<file path="src/hdl/i2cm_pkg.sv">
// ----------------------------------------------------------------------------
// i2cm_pkg
// Shared types and codes for the I2C master byte engine.
// ----------------------------------------------------------------------------
package i2cm_pkg;

  // Operation codes on the input channel
  localparam logic [2:0] OP_TICK  = 3'd0;
  localparam logic [2:0] OP_START = 3'd1;
  localparam logic [2:0] OP_STOP  = 3'd2;
  localparam logic [2:0] OP_WRITE = 3'd3;
  localparam logic [2:0] OP_READ  = 3'd4;

  // Configuration register indexes
  localparam int unsigned CFG_IDX_W = 2;
  localparam logic [CFG_IDX_W-1:0] REG_TICKS_PER_US = 2'd0;
  localparam logic [CFG_IDX_W-1:0] REG_ACK_POLL_LIM = 2'd1;

  localparam logic [7:0] TICKS_PER_US_RST = 8'd1;
  localparam logic [7:0] ACK_POLL_LIM_RST = 8'd250;

  localparam int unsigned WAIT_W = 11;

  // One result item
  typedef struct packed {
    logic       scl_level;
    logic       sda_level;
    logic       sda_drive_enable;
    logic       busy_res;
    logic       done_res;
    logic [7:0] rx_byte;
    logic       ack_ok;
    logic       ack_timeout;
  } res_t;

endpackage

</file>
<file path="src/hdl/i2cm_seq.sv">
// ----------------------------------------------------------------------------
// i2cm_seq
// Bus sequencer: advances the start, stop, write and read sequences by one
// item per step and presents the line and status state after that item.
// ----------------------------------------------------------------------------
module i2cm_seq (
  input  logic             clk,
  input  logic             rst,
  input  logic             step,
  input  logic [2:0]       operation,
  input  logic [7:0]       tx_byte,
  input  logic             send_ack,
  input  logic             sda_sample,
  input  logic [7:0]       ticks_per_us,
  input  logic [7:0]       ack_poll_lim,
  output i2cm_pkg::res_t   res
);

  typedef enum logic [3:0] {
    PH_IDLE, PH_ST_A, PH_ST_B, PH_SP_A, PH_SP_B, PH_SP_C,
    PH_WR_SETUP, PH_WR_HIGH, PH_WR_LOW, PH_AK_REL, PH_AK_HIGH, PH_AK_POLL,
    PH_RD_LOW, PH_RD_HIGH, PH_RA_SETUP, PH_RA_HIGH
  } phase_t;

  phase_t                        phase, phase_next;
  logic                          cmd_write, cmd_write_next;
  logic [2:0]                    bit_index, bit_index_next;
  logic [i2cm_pkg::WAIT_W-1:0]   wait_cnt, wait_cnt_next;
  logic [7:0]                    poll_cnt, poll_cnt_next;
  logic [7:0]                    shift_reg, shift_reg_next;
  logic                          ack_choice, ack_choice_next;
  logic                          scl, scl_next, sda, sda_next, sda_en, sda_en_next;
  logic                          flag_ok, flag_ok_next, flag_to, flag_to_next;
  logic [7:0]                    rx_hold, rx_hold_next;
  logic                          done_next;

  // Wait lengths: 1, 2 and 4 microseconds; a rate of zero counts as one
  logic [7:0]                    tpu;
  logic [i2cm_pkg::WAIT_W-1:0]   wait_1us, wait_2us, wait_4us, wait_dec;
  logic [7:0]                    poll_base;
  logic                          do_poll;

  assign tpu      = (ticks_per_us == 8'd0) ? 8'd1 : ticks_per_us;
  assign wait_1us = {3'b000, tpu};
  assign wait_2us = {2'b00, tpu, 1'b0};
  assign wait_4us = {1'b0, tpu, 2'b00};
  assign wait_dec = (wait_cnt != '0) ? wait_cnt - 1'b1 : wait_cnt;

  // Compute the state after one item
  always_comb begin
    phase_next      = phase;
    cmd_write_next  = cmd_write;
    bit_index_next  = bit_index;
    wait_cnt_next   = wait_cnt;
    poll_cnt_next   = poll_cnt;
    shift_reg_next  = shift_reg;
    ack_choice_next = ack_choice;
    scl_next        = scl;
    sda_next        = sda;
    sda_en_next     = sda_en;
    flag_ok_next    = flag_ok;
    flag_to_next    = flag_to;
    rx_hold_next    = rx_hold;
    done_next       = 1'b0;
    do_poll         = 1'b0;
    poll_base       = poll_cnt;

    if (step) begin
      unique case (phase)
        PH_IDLE: begin
          if (operation == i2cm_pkg::OP_START || operation == i2cm_pkg::OP_STOP ||
              operation == i2cm_pkg::OP_WRITE || operation == i2cm_pkg::OP_READ) begin
            cmd_write_next = (operation == i2cm_pkg::OP_WRITE);
            bit_index_next = '0;
            poll_cnt_next  = '0;
          end
          case (operation)
            i2cm_pkg::OP_START: begin
              sda_en_next = 1'b1; sda_next = 1'b1; scl_next = 1'b1;
              wait_cnt_next = wait_4us; phase_next = PH_ST_A;
            end
            i2cm_pkg::OP_STOP: begin
              sda_en_next = 1'b1; scl_next = 1'b0; sda_next = 1'b0;
              wait_cnt_next = wait_4us; phase_next = PH_SP_A;
            end
            i2cm_pkg::OP_WRITE: begin
              flag_ok_next = 1'b0; flag_to_next = 1'b0;
              sda_en_next = 1'b1; scl_next = 1'b0; sda_next = tx_byte[7];
              shift_reg_next = {tx_byte[6:0], 1'b0};
              wait_cnt_next = wait_2us; phase_next = PH_WR_SETUP;
            end
            i2cm_pkg::OP_READ: begin
              ack_choice_next = send_ack;
              shift_reg_next = '0;
              sda_en_next = 1'b0; scl_next = 1'b0;
              wait_cnt_next = wait_2us; phase_next = PH_RD_LOW;
            end
            default: ;
          endcase
        end
        PH_AK_POLL: do_poll = 1'b1;
        default: begin
          wait_cnt_next = wait_dec;
          if (wait_dec == '0) begin
            unique case (phase)
              PH_ST_A: begin
                sda_next = 1'b0; wait_cnt_next = wait_4us; phase_next = PH_ST_B;
              end
              PH_ST_B: begin
                scl_next = 1'b0; phase_next = PH_IDLE; done_next = 1'b1;
              end
              PH_SP_A: begin
                scl_next = 1'b1; wait_cnt_next = wait_4us; phase_next = PH_SP_B;
              end
              PH_SP_B: begin
                sda_next = 1'b1; wait_cnt_next = wait_4us; phase_next = PH_SP_C;
              end
              PH_SP_C: begin
                if (cmd_write) flag_to_next = 1'b1;
                phase_next = PH_IDLE; done_next = 1'b1;
              end
              PH_WR_SETUP: begin
                scl_next = 1'b1; wait_cnt_next = wait_2us; phase_next = PH_WR_HIGH;
              end
              PH_WR_HIGH: begin
                scl_next = 1'b0; wait_cnt_next = wait_2us; phase_next = PH_WR_LOW;
              end
              PH_WR_LOW: begin
                if (bit_index != 3'd7) begin
                  bit_index_next = bit_index + 1'b1;
                  sda_en_next = 1'b1; scl_next = 1'b0; sda_next = shift_reg[7];
                  shift_reg_next = {shift_reg[6:0], 1'b0};
                  wait_cnt_next = wait_2us; phase_next = PH_WR_SETUP;
                end else begin
                  sda_en_next = 1'b1; sda_next = 1'b1;
                  wait_cnt_next = wait_2us; phase_next = PH_AK_REL;
                end
              end
              PH_AK_REL: begin
                sda_en_next = 1'b0; scl_next = 1'b1;
                wait_cnt_next = wait_2us; phase_next = PH_AK_HIGH;
              end
              PH_AK_HIGH: begin
                phase_next = PH_AK_POLL;
                poll_base = '0;
                poll_cnt_next = '0;
                do_poll = 1'b1;
              end
              PH_RD_LOW: begin
                scl_next = 1'b1; wait_cnt_next = wait_1us; phase_next = PH_RD_HIGH;
              end
              PH_RD_HIGH: begin
                shift_reg_next = {shift_reg[6:0], sda_sample};
                scl_next = 1'b0;
                if (bit_index != 3'd7) begin
                  bit_index_next = bit_index + 1'b1;
                  wait_cnt_next = wait_2us; phase_next = PH_RD_LOW;
                end else begin
                  sda_en_next = 1'b1; sda_next = ~ack_choice;
                  wait_cnt_next = wait_2us; phase_next = PH_RA_SETUP;
                end
              end
              PH_RA_SETUP: begin
                scl_next = 1'b1; wait_cnt_next = wait_2us; phase_next = PH_RA_HIGH;
              end
              PH_RA_HIGH: begin
                scl_next = 1'b0; rx_hold_next = shift_reg;
                phase_next = PH_IDLE; done_next = 1'b1;
              end
              default: phase_next = PH_IDLE;
            endcase
          end
        end
      endcase

      // Acknowledge poll: low SDA ends the write, too many high polls stop the bus
      if (do_poll) begin
        if (!sda_sample) begin
          scl_next = 1'b0; flag_ok_next = 1'b1;
          phase_next = PH_IDLE; done_next = 1'b1;
        end else if (poll_base >= ack_poll_lim) begin
          sda_en_next = 1'b1; scl_next = 1'b0; sda_next = 1'b0;
          wait_cnt_next = wait_4us; phase_next = PH_SP_A;
        end else begin
          poll_cnt_next = poll_base + 1'b1;
        end
      end
    end
  end

  // Hold sequencer state
  always_ff @(posedge clk) begin
    if (rst) begin
      phase      <= PH_IDLE;
      cmd_write  <= 1'b0;
      bit_index  <= '0;
      wait_cnt   <= '0;
      poll_cnt   <= '0;
      shift_reg  <= '0;
      ack_choice <= 1'b0;
      scl        <= 1'b1;
      sda        <= 1'b1;
      sda_en     <= 1'b1;
      flag_ok    <= 1'b0;
      flag_to    <= 1'b0;
      rx_hold    <= '0;
    end else begin
      phase      <= phase_next;
      cmd_write  <= cmd_write_next;
      bit_index  <= bit_index_next;
      wait_cnt   <= wait_cnt_next;
      poll_cnt   <= poll_cnt_next;
      shift_reg  <= shift_reg_next;
      ack_choice <= ack_choice_next;
      scl        <= scl_next;
      sda        <= sda_next;
      sda_en     <= sda_en_next;
      flag_ok    <= flag_ok_next;
      flag_to    <= flag_to_next;
      rx_hold    <= rx_hold_next;
    end
  end

  // Result of this item, taken by the output queue on the same edge
  always_comb begin
    res.scl_level        = scl_next;
    res.sda_level        = sda_next;
    res.sda_drive_enable = sda_en_next;
    res.busy_res         = (phase_next != PH_IDLE);
    res.done_res         = done_next;
    res.rx_byte          = rx_hold_next;
    res.ack_ok           = flag_ok_next;
    res.ack_timeout      = flag_to_next;
  end

`ifndef SYNTHESIS
  // A running wait never outlasts four microseconds
  a_wait_bound: assert property (@(posedge clk) disable iff (rst)
    wait_cnt <= wait_4us || !$stable(ticks_per_us))
    else $error("wait counter beyond longest delay");

  // Polling only follows the acknowledge high time
  a_poll_entry: assert property (@(posedge clk) disable iff (rst)
    (phase == PH_AK_POLL && $past(phase) != PH_AK_POLL) |-> $past(phase) == PH_AK_HIGH)
    else $error("poll phase entered from wrong phase");

  // Master releases SDA only while sampling the slave
  a_release: assert property (@(posedge clk) disable iff (rst)
    (!sda_en && phase != PH_IDLE) |->
      (phase == PH_AK_HIGH || phase == PH_AK_POLL || phase == PH_RD_LOW ||
       phase == PH_RD_HIGH))
    else $error("SDA released outside a receive phase");
`endif

endmodule

</file>
<file path="src/hdl/i2c_master_byte_engine_unit.sv">
// ----------------------------------------------------------------------------
// i2c_master_byte_engine_unit
// I2C master byte engine: start, stop, byte write with acknowledge check
// and byte read, timed by tick items.
// ----------------------------------------------------------------------------
//  Channel  Handshake               Payload
//  in       in_valid / in_ready     operation, tx_byte, send_ack, sda_sample
//  out      out_valid / out_ready   scl_level .. ack_timeout, one per in item
//  cfg      cfg_valid / cfg_ready   cfg_index, cfg_data (always ready)
//
//  One item per clock: each transfer is applied to the sequencer in its cycle
//  and its result lands in a two-entry output queue on the same edge.
//  The queue lets input continue while one result waits; input stalls only
//  when both entries are full.
//  Reset: sequencer SCL and SDA high and driven, sequencer idle, queue empty.
// ----------------------------------------------------------------------------
module i2c_master_byte_engine_unit (
  input  logic                             clk,
  input  logic                             rst,
  input  logic                             in_valid,
  output logic                             in_ready,
  input  logic [2:0]                       operation,
  input  logic [7:0]                       tx_byte,
  input  logic                             send_ack,
  input  logic                             sda_sample,
  output logic                             out_valid,
  input  logic                             out_ready,
  output logic                             scl_level,
  output logic                             sda_level,
  output logic                             sda_drive_enable,
  output logic                             busy_res,
  output logic                             done_res,
  output logic [7:0]                       rx_byte,
  output logic                             ack_ok,
  output logic                             ack_timeout,
  input  logic                             cfg_valid,
  output logic                             cfg_ready,
  input  logic [i2cm_pkg::CFG_IDX_W-1:0]   cfg_index,
  input  logic [7:0]                       cfg_data
);

  logic           in_xfer, out_xfer;
  logic [7:0]     ticks_per_us, ack_poll_lim;
  i2cm_pkg::res_t step_res;
  i2cm_pkg::res_t q0, q1;
  logic [1:0]     q_cnt;
  logic [1:0]     wr_slot;

  assign cfg_ready = 1'b1;
  assign in_ready  = (q_cnt != 2'd2);
  assign out_valid = (q_cnt != 2'd0);
  assign in_xfer   = in_valid & in_ready;
  assign out_xfer  = out_valid & out_ready;
  assign wr_slot   = q_cnt - {1'b0, out_xfer};

  // Write configuration registers
  always_ff @(posedge clk) begin
    if (rst) begin
      ticks_per_us <= i2cm_pkg::TICKS_PER_US_RST;
      ack_poll_lim <= i2cm_pkg::ACK_POLL_LIM_RST;
    end else if (cfg_valid) begin
      unique case (cfg_index)
        i2cm_pkg::REG_TICKS_PER_US: ticks_per_us <= cfg_data;
        i2cm_pkg::REG_ACK_POLL_LIM: ack_poll_lim <= cfg_data;
        default: ;
      endcase
    end
  end

  i2cm_seq u_seq (
    .clk          (clk),
    .rst          (rst),
    .step         (in_xfer),
    .operation    (operation),
    .tx_byte      (tx_byte),
    .send_ack     (send_ack),
    .sda_sample   (sda_sample),
    .ticks_per_us (ticks_per_us),
    .ack_poll_lim (ack_poll_lim),
    .res          (step_res)
  );

  // Advance the output queue: drop the head on a transfer, append new result
  always_ff @(posedge clk) begin
    if (rst) begin
      q_cnt <= '0;
    end else begin
      q_cnt <= q_cnt + {1'b0, in_xfer} - {1'b0, out_xfer};
    end
  end

  always_ff @(posedge clk) begin
    if (in_xfer && wr_slot == 2'd0) begin
      q0 <= step_res;
    end else if (out_xfer) begin
      q0 <= q1;
    end
    if (in_xfer && wr_slot != 2'd0) begin
      q1 <= step_res;
    end
  end

  assign scl_level        = q0.scl_level;
  assign sda_level        = q0.sda_level;
  assign sda_drive_enable = q0.sda_drive_enable;
  assign busy_res         = q0.busy_res;
  assign done_res         = q0.done_res;
  assign rx_byte          = q0.rx_byte;
  assign ack_ok           = q0.ack_ok;
  assign ack_timeout      = q0.ack_timeout;

`ifndef SYNTHESIS
  a_q_bound: assert property (@(posedge clk) disable iff (rst)
    q_cnt != 2'd3)
    else $error("output queue overflow");

  a_done_idle: assert property (@(posedge clk) disable iff (rst)
    (out_valid && done_res) |-> !busy_res)
    else $error("done reported while still busy");

  a_flags_excl: assert property (@(posedge clk) disable iff (rst)
    out_valid |-> !(ack_ok && ack_timeout))
    else $error("ack ok and ack timeout both set");

  a_push_shows: assert property (@(posedge clk) disable iff (rst)
    in_xfer |=> out_valid)
    else $error("accepted item left no result");
`endif

endmodule
</file>
<file path="config.mk">
export PLATFORM = sky130hd
export DESIGN_NAME = i2c_master_byte_engine_unit
export DESIGN_NICKNAME = d
export VERILOG_FILES = /design/src/hdl/i2cm_pkg.sv /design/src/hdl/i2cm_seq.sv /design/src/hdl/i2c_master_byte_engine_unit.sv
export SDC_FILE = /design/constraint.sdc
export NUM_CORES = 1
export LEC_CHECK = 0
export BUFFER_PORTS_ARGS = -buffer_cell sky130_fd_sc_hd__buf_2
export CAP_MARGIN = 5
export CELL_PAD_IN_SITES_DETAIL_PLACEMENT = 1
export CELL_PAD_IN_SITES_GLOBAL_PLACEMENT = 1
export CORE_AREA = 2 2 115 117
export CTS_CLUSTER_SIZE = 14
export DETAILED_ROUTE_END_ITERATION = 10
export DIE_AREA = 0 0 117 119
export PLACE_DENSITY = 0.8
export SLEW_MARGIN = 20
export SYNTH_ARGS = -nofsm -noshare
export SYNTH_HDL_FRONTEND = slang
export SYNTH_SLANG_ARGS = --single-unit
export TNS_END_PERCENT = 50
</file>
<file path="constraint.sdc">
create_clock -name clk -period 6.2 [get_ports clk]
set_clock_uncertainty 0.05 [all_clocks]
set_input_delay 1.24 -clock clk [delete_from_list [all_inputs] [get_ports clk]]
set_output_delay 1.24 -clock clk [all_outputs]
set_load 0.02 [all_outputs]
</file>
==> summary.txt <==
===========================================================================
Data arrival time of the critical path                              5.52 ns
Diode insertion count for antenna repair                                  0
Die Ht                                                               119 µm
FF+latch area                                                      2240 µm²
Register bank with the most flops                                        q1
Most used flip-flop cell after synthesis                       sky130_fd_sc_hd__dfxtp_1
Placed Instance Area                                               6060 µm²
Number of violations of the max-capacitance limit                         0
Synth Net Count                                                         722
Area of the die                                                  13,900 µm²
Post-layout min period                                              5.32 ns
Global-route wire length before repair                            28,100 µm
Fraction of registers with async set/reset                               0%
PnR worst setup slack                                              0.879 ns
Pwr dens                                                         494 nW/µm²
Clk slew on worst S/H paths                                         0.07 ns
Final net count                                                         733
Critical Path End Type                                             register
Number of flops mapped to enable cells by yosys                          30
Leakage power of the design                                         2.57 nW
Residual antenna-violating net count after detailed routing               0
Number of buffers created by CTS                                          9
CTS tree                                                                yes
Total via count in the routed design                                  5,368
Status                                                         finished, final reports clean
H-Tree Level Count                                                        3
Top Ports                                                                46
Cell row count                                                           42
Hold WS                                                            0.422 ns
Hpwl dp                                                           12,100 µm
Drt wl/cell                                                         19.6 µm
YS warnings                                                               0
Layout overhead on the synthesized area                               10.5%
Fraction of layout cells with a size suffix above 1                   12.9%
Area used by multi-input combinational logic                       3180 µm²
RSZ-0062 raised after global routing                                     no
Worst hold path type                                                reg2reg
Largest registers ranked by flip-flop count                    q1 x15, u_seq.wait_cnt x11
Later-pin clock latency in the skew report                          0.36 ns
Maximum clock path buffer count                                           2
Number of filler cells placed in the layout                           1,565
Final wirelength                                                  17,100 µm
Worst slew slack as a fraction of its limit                           28.2%
Cell at the root of the clock tree                             sky130_fd_sc_hd__clkbuf_16
Launching element type of the critical path                        register
Number of non-filler instances in the completed layout                  872
DR vias/cell                                                           6.16
Worst slack at placement                                           0.912 ns
Average instance area after synthesis                              8.48 µm²
Worst vdd ir                                                       0.197 mV
PortBufs                                                                 44
Synth unique cells                                                       79
# placed instances                                                      856
Die W                                                                117 µm
Post-CTS setup buffers                                                    0
Final instance area                                                6370 µm²
Initial Utilization                                                   44.8%
Global route overflow                                                     0
FF+latch count, synth                                                    97
Met3 wire length                                                     940 µm
Post-synthesis sequential area ratio                                  38.9%
Met1 wire length                                                    6990 µm
Count of clock tree sinks                                                97
Largest net degree at the start of global routing                        66
Maximum clock rate                                                0.188 GHz
Count of endpoints failing hold in the final timing report                0
Worst Setup Path Type                                               reg2reg
Number of remaining DRC errors                                            0
GRT Resource Usage Total                                              25.6%
Fraction of the cycle the final worst path needs                      85.8%
Floorplan core area                                              12,900 µm²
Total count of max-transition violations in the final report              0
Final setup violation count                                               0
Worst-path fanout max                                                    16
Cells after synthesis                                                   680
Post-CTS Hold Fix Bufs                                                    0
Initial antenna violation count                                           0
Number of flip-flops under the largest register name                     15
Req. time, crit path                                                6.40 ns
Gpl congestion                                                        0.926
Number of gates given a new drive strength after cts                      0
1st-iter DRT viols                                                      536
Worst slew pin tran                                                 1.07 ns
Number of global-route vias before repair                             5,565
Routed length on met2                                               8830 µm
Highest metal layer used by the detailed router                        met4
Cell area after synthesis                                          5770 µm²
Pre-antenna DRT Iters                                                     6
Fin Setup TNS                                                          0 ns
===========================================================================
final cells by class:
type                       instances  area share (%)
tap                              176            3.46
clock inverter                     7            1.26
multi-input combinational        495            49.9
inverter                          33            1.94
sequential                        97            35.2
clock buffer                       9            3.53
timing repair buffer              55            4.75
cell families after synthesis:
| kind of cell | synth area share, % |
|---|---|
| and+or+nand+nor | 21.2 |
| AOI/OAI and AO/OA | 25.5 |
| DFF | 38.9 |
| buffers and inverters | 6.16 |
| muxes | 3.65 |
| adders and majority gates | 3.21 |
| xor gates and xnor gates | 1.37 |
| other | 0.0650 |
stage by stage:
| step | util (%) | power, mW |
|---|---|---|
| floorplan | - | 2.12 |
| global placement | 47.0 | 2.49 |
| detailed placement | 47.0 | 2.54 |
| CTS | 49.4 | 3.14 |
| global route | 49.5 | 3.36 |
| finish | 49.5 | 3.15 |
report_power, final:
part	switching [mW]	internal (mW)
clock network	0.273	0.321
logic	1.04	0.541
registers	0.118	0.860
path summary, 6_finish.rpt:
check | start | end | slack [ns] | cells after the start
min reg2reg | ack_poll_lim[2] | ack_poll_lim[2] | 0.42 | 2
min | ack_poll_lim[2] | ack_poll_lim[2] | 0.42 | 2
max | u_seq.wait_cnt[2] | u_seq.sda_en | 0.88 | 16
max reg2reg | u_seq.wait_cnt[2] | u_seq.sda_en | 0.88 | 16
worst max-delay path, cell delays in order (launching register included):
cell and delay (ns):
sky130_fd_sc_hd__dfxtp_1 0.40, sky130_fd_sc_hd__or4_1 0.70, sky130_fd_sc_hd__nor4_4 0.57, sky130_fd_sc_hd__nor4_2 0.10, sky130_fd_sc_hd__nor3_2 0.17, sky130_fd_sc_hd__buf_4 0.20, sky130_fd_sc_hd__nand3_2 0.26, sky130_fd_sc_hd__and2_1 0.28
sky130_fd_sc_hd__ha_1 0.29, sky130_fd_sc_hd__a2111oi_0 0.59, sky130_fd_sc_hd__nand2b_1 0.10, sky130_fd_sc_hd__a21oi_1 0.15, sky130_fd_sc_hd__or2_2 0.18, sky130_fd_sc_hd__a211o_1 0.51, sky130_fd_sc_hd__o211ai_1 0.23, sky130_fd_sc_hd__a21o_1 0.24
sky130_fd_sc_hd__or2_1 0.20
placed cells by master (no fill, tap or decap), drive strengths merged, types with 6 or more instances in the layout:
cell type and instances:
a211o 10, a211oi 15, a21o 9, a21oi 29
a222oi 12, a22oi 13, a31oi 8, and2 10
buf 55, clkbuf 9, dfxtp 67, edfxtp 30
ha 14, inv 37, mux2i 21, nand2 66
nand2b 14, nand3 14, nand3b 6, nor2 80
nor2b 7, nor3 9, nor4 8, o211ai 6
o21ai 50, or3 8, xnor2 6
cell usage after synthesis (12+ instances only):
library cell | instances | area share, %
sky130_fd_sc_hd__nor2_1 | 79 | 5.1
sky130_fd_sc_hd__dfxtp_1 | 67 | 23
sky130_fd_sc_hd__nand2_1 | 66 | 4.3
sky130_fd_sc_hd__clkbuf_1 | 43 | 2.8
sky130_fd_sc_hd__inv_1 | 32 | 2.1
sky130_fd_sc_hd__edfxtp_1 | 30 | 16
sky130_fd_sc_hd__a21oi_1 | 29 | 2.5
sky130_fd_sc_hd__o21ai_0 | 25 | 2.2
sky130_fd_sc_hd__o21ai_1 | 25 | 2.2
sky130_fd_sc_hd__mux2i_1 | 21 | 3.6
sky130_fd_sc_hd__ha_1 | 14 | 3.0
sky130_fd_sc_hd__nand2b_1 | 14 | 1.5
sky130_fd_sc_hd__a22oi_1 | 13 | 1.7
sky130_fd_sc_hd__nand3_1 | 13 | 1.1
sky130_fd_sc_hd__a222oi_1 | 12 | 2.1
metal layers:
layer,global-route usage [%],vias to the layer above
met5,0,-
met3,4.53,28
met2,45.4,174
li1,-,2519
met1,31.1,2647
met4,8.09,0
Power figures use the tool's default switching activity.
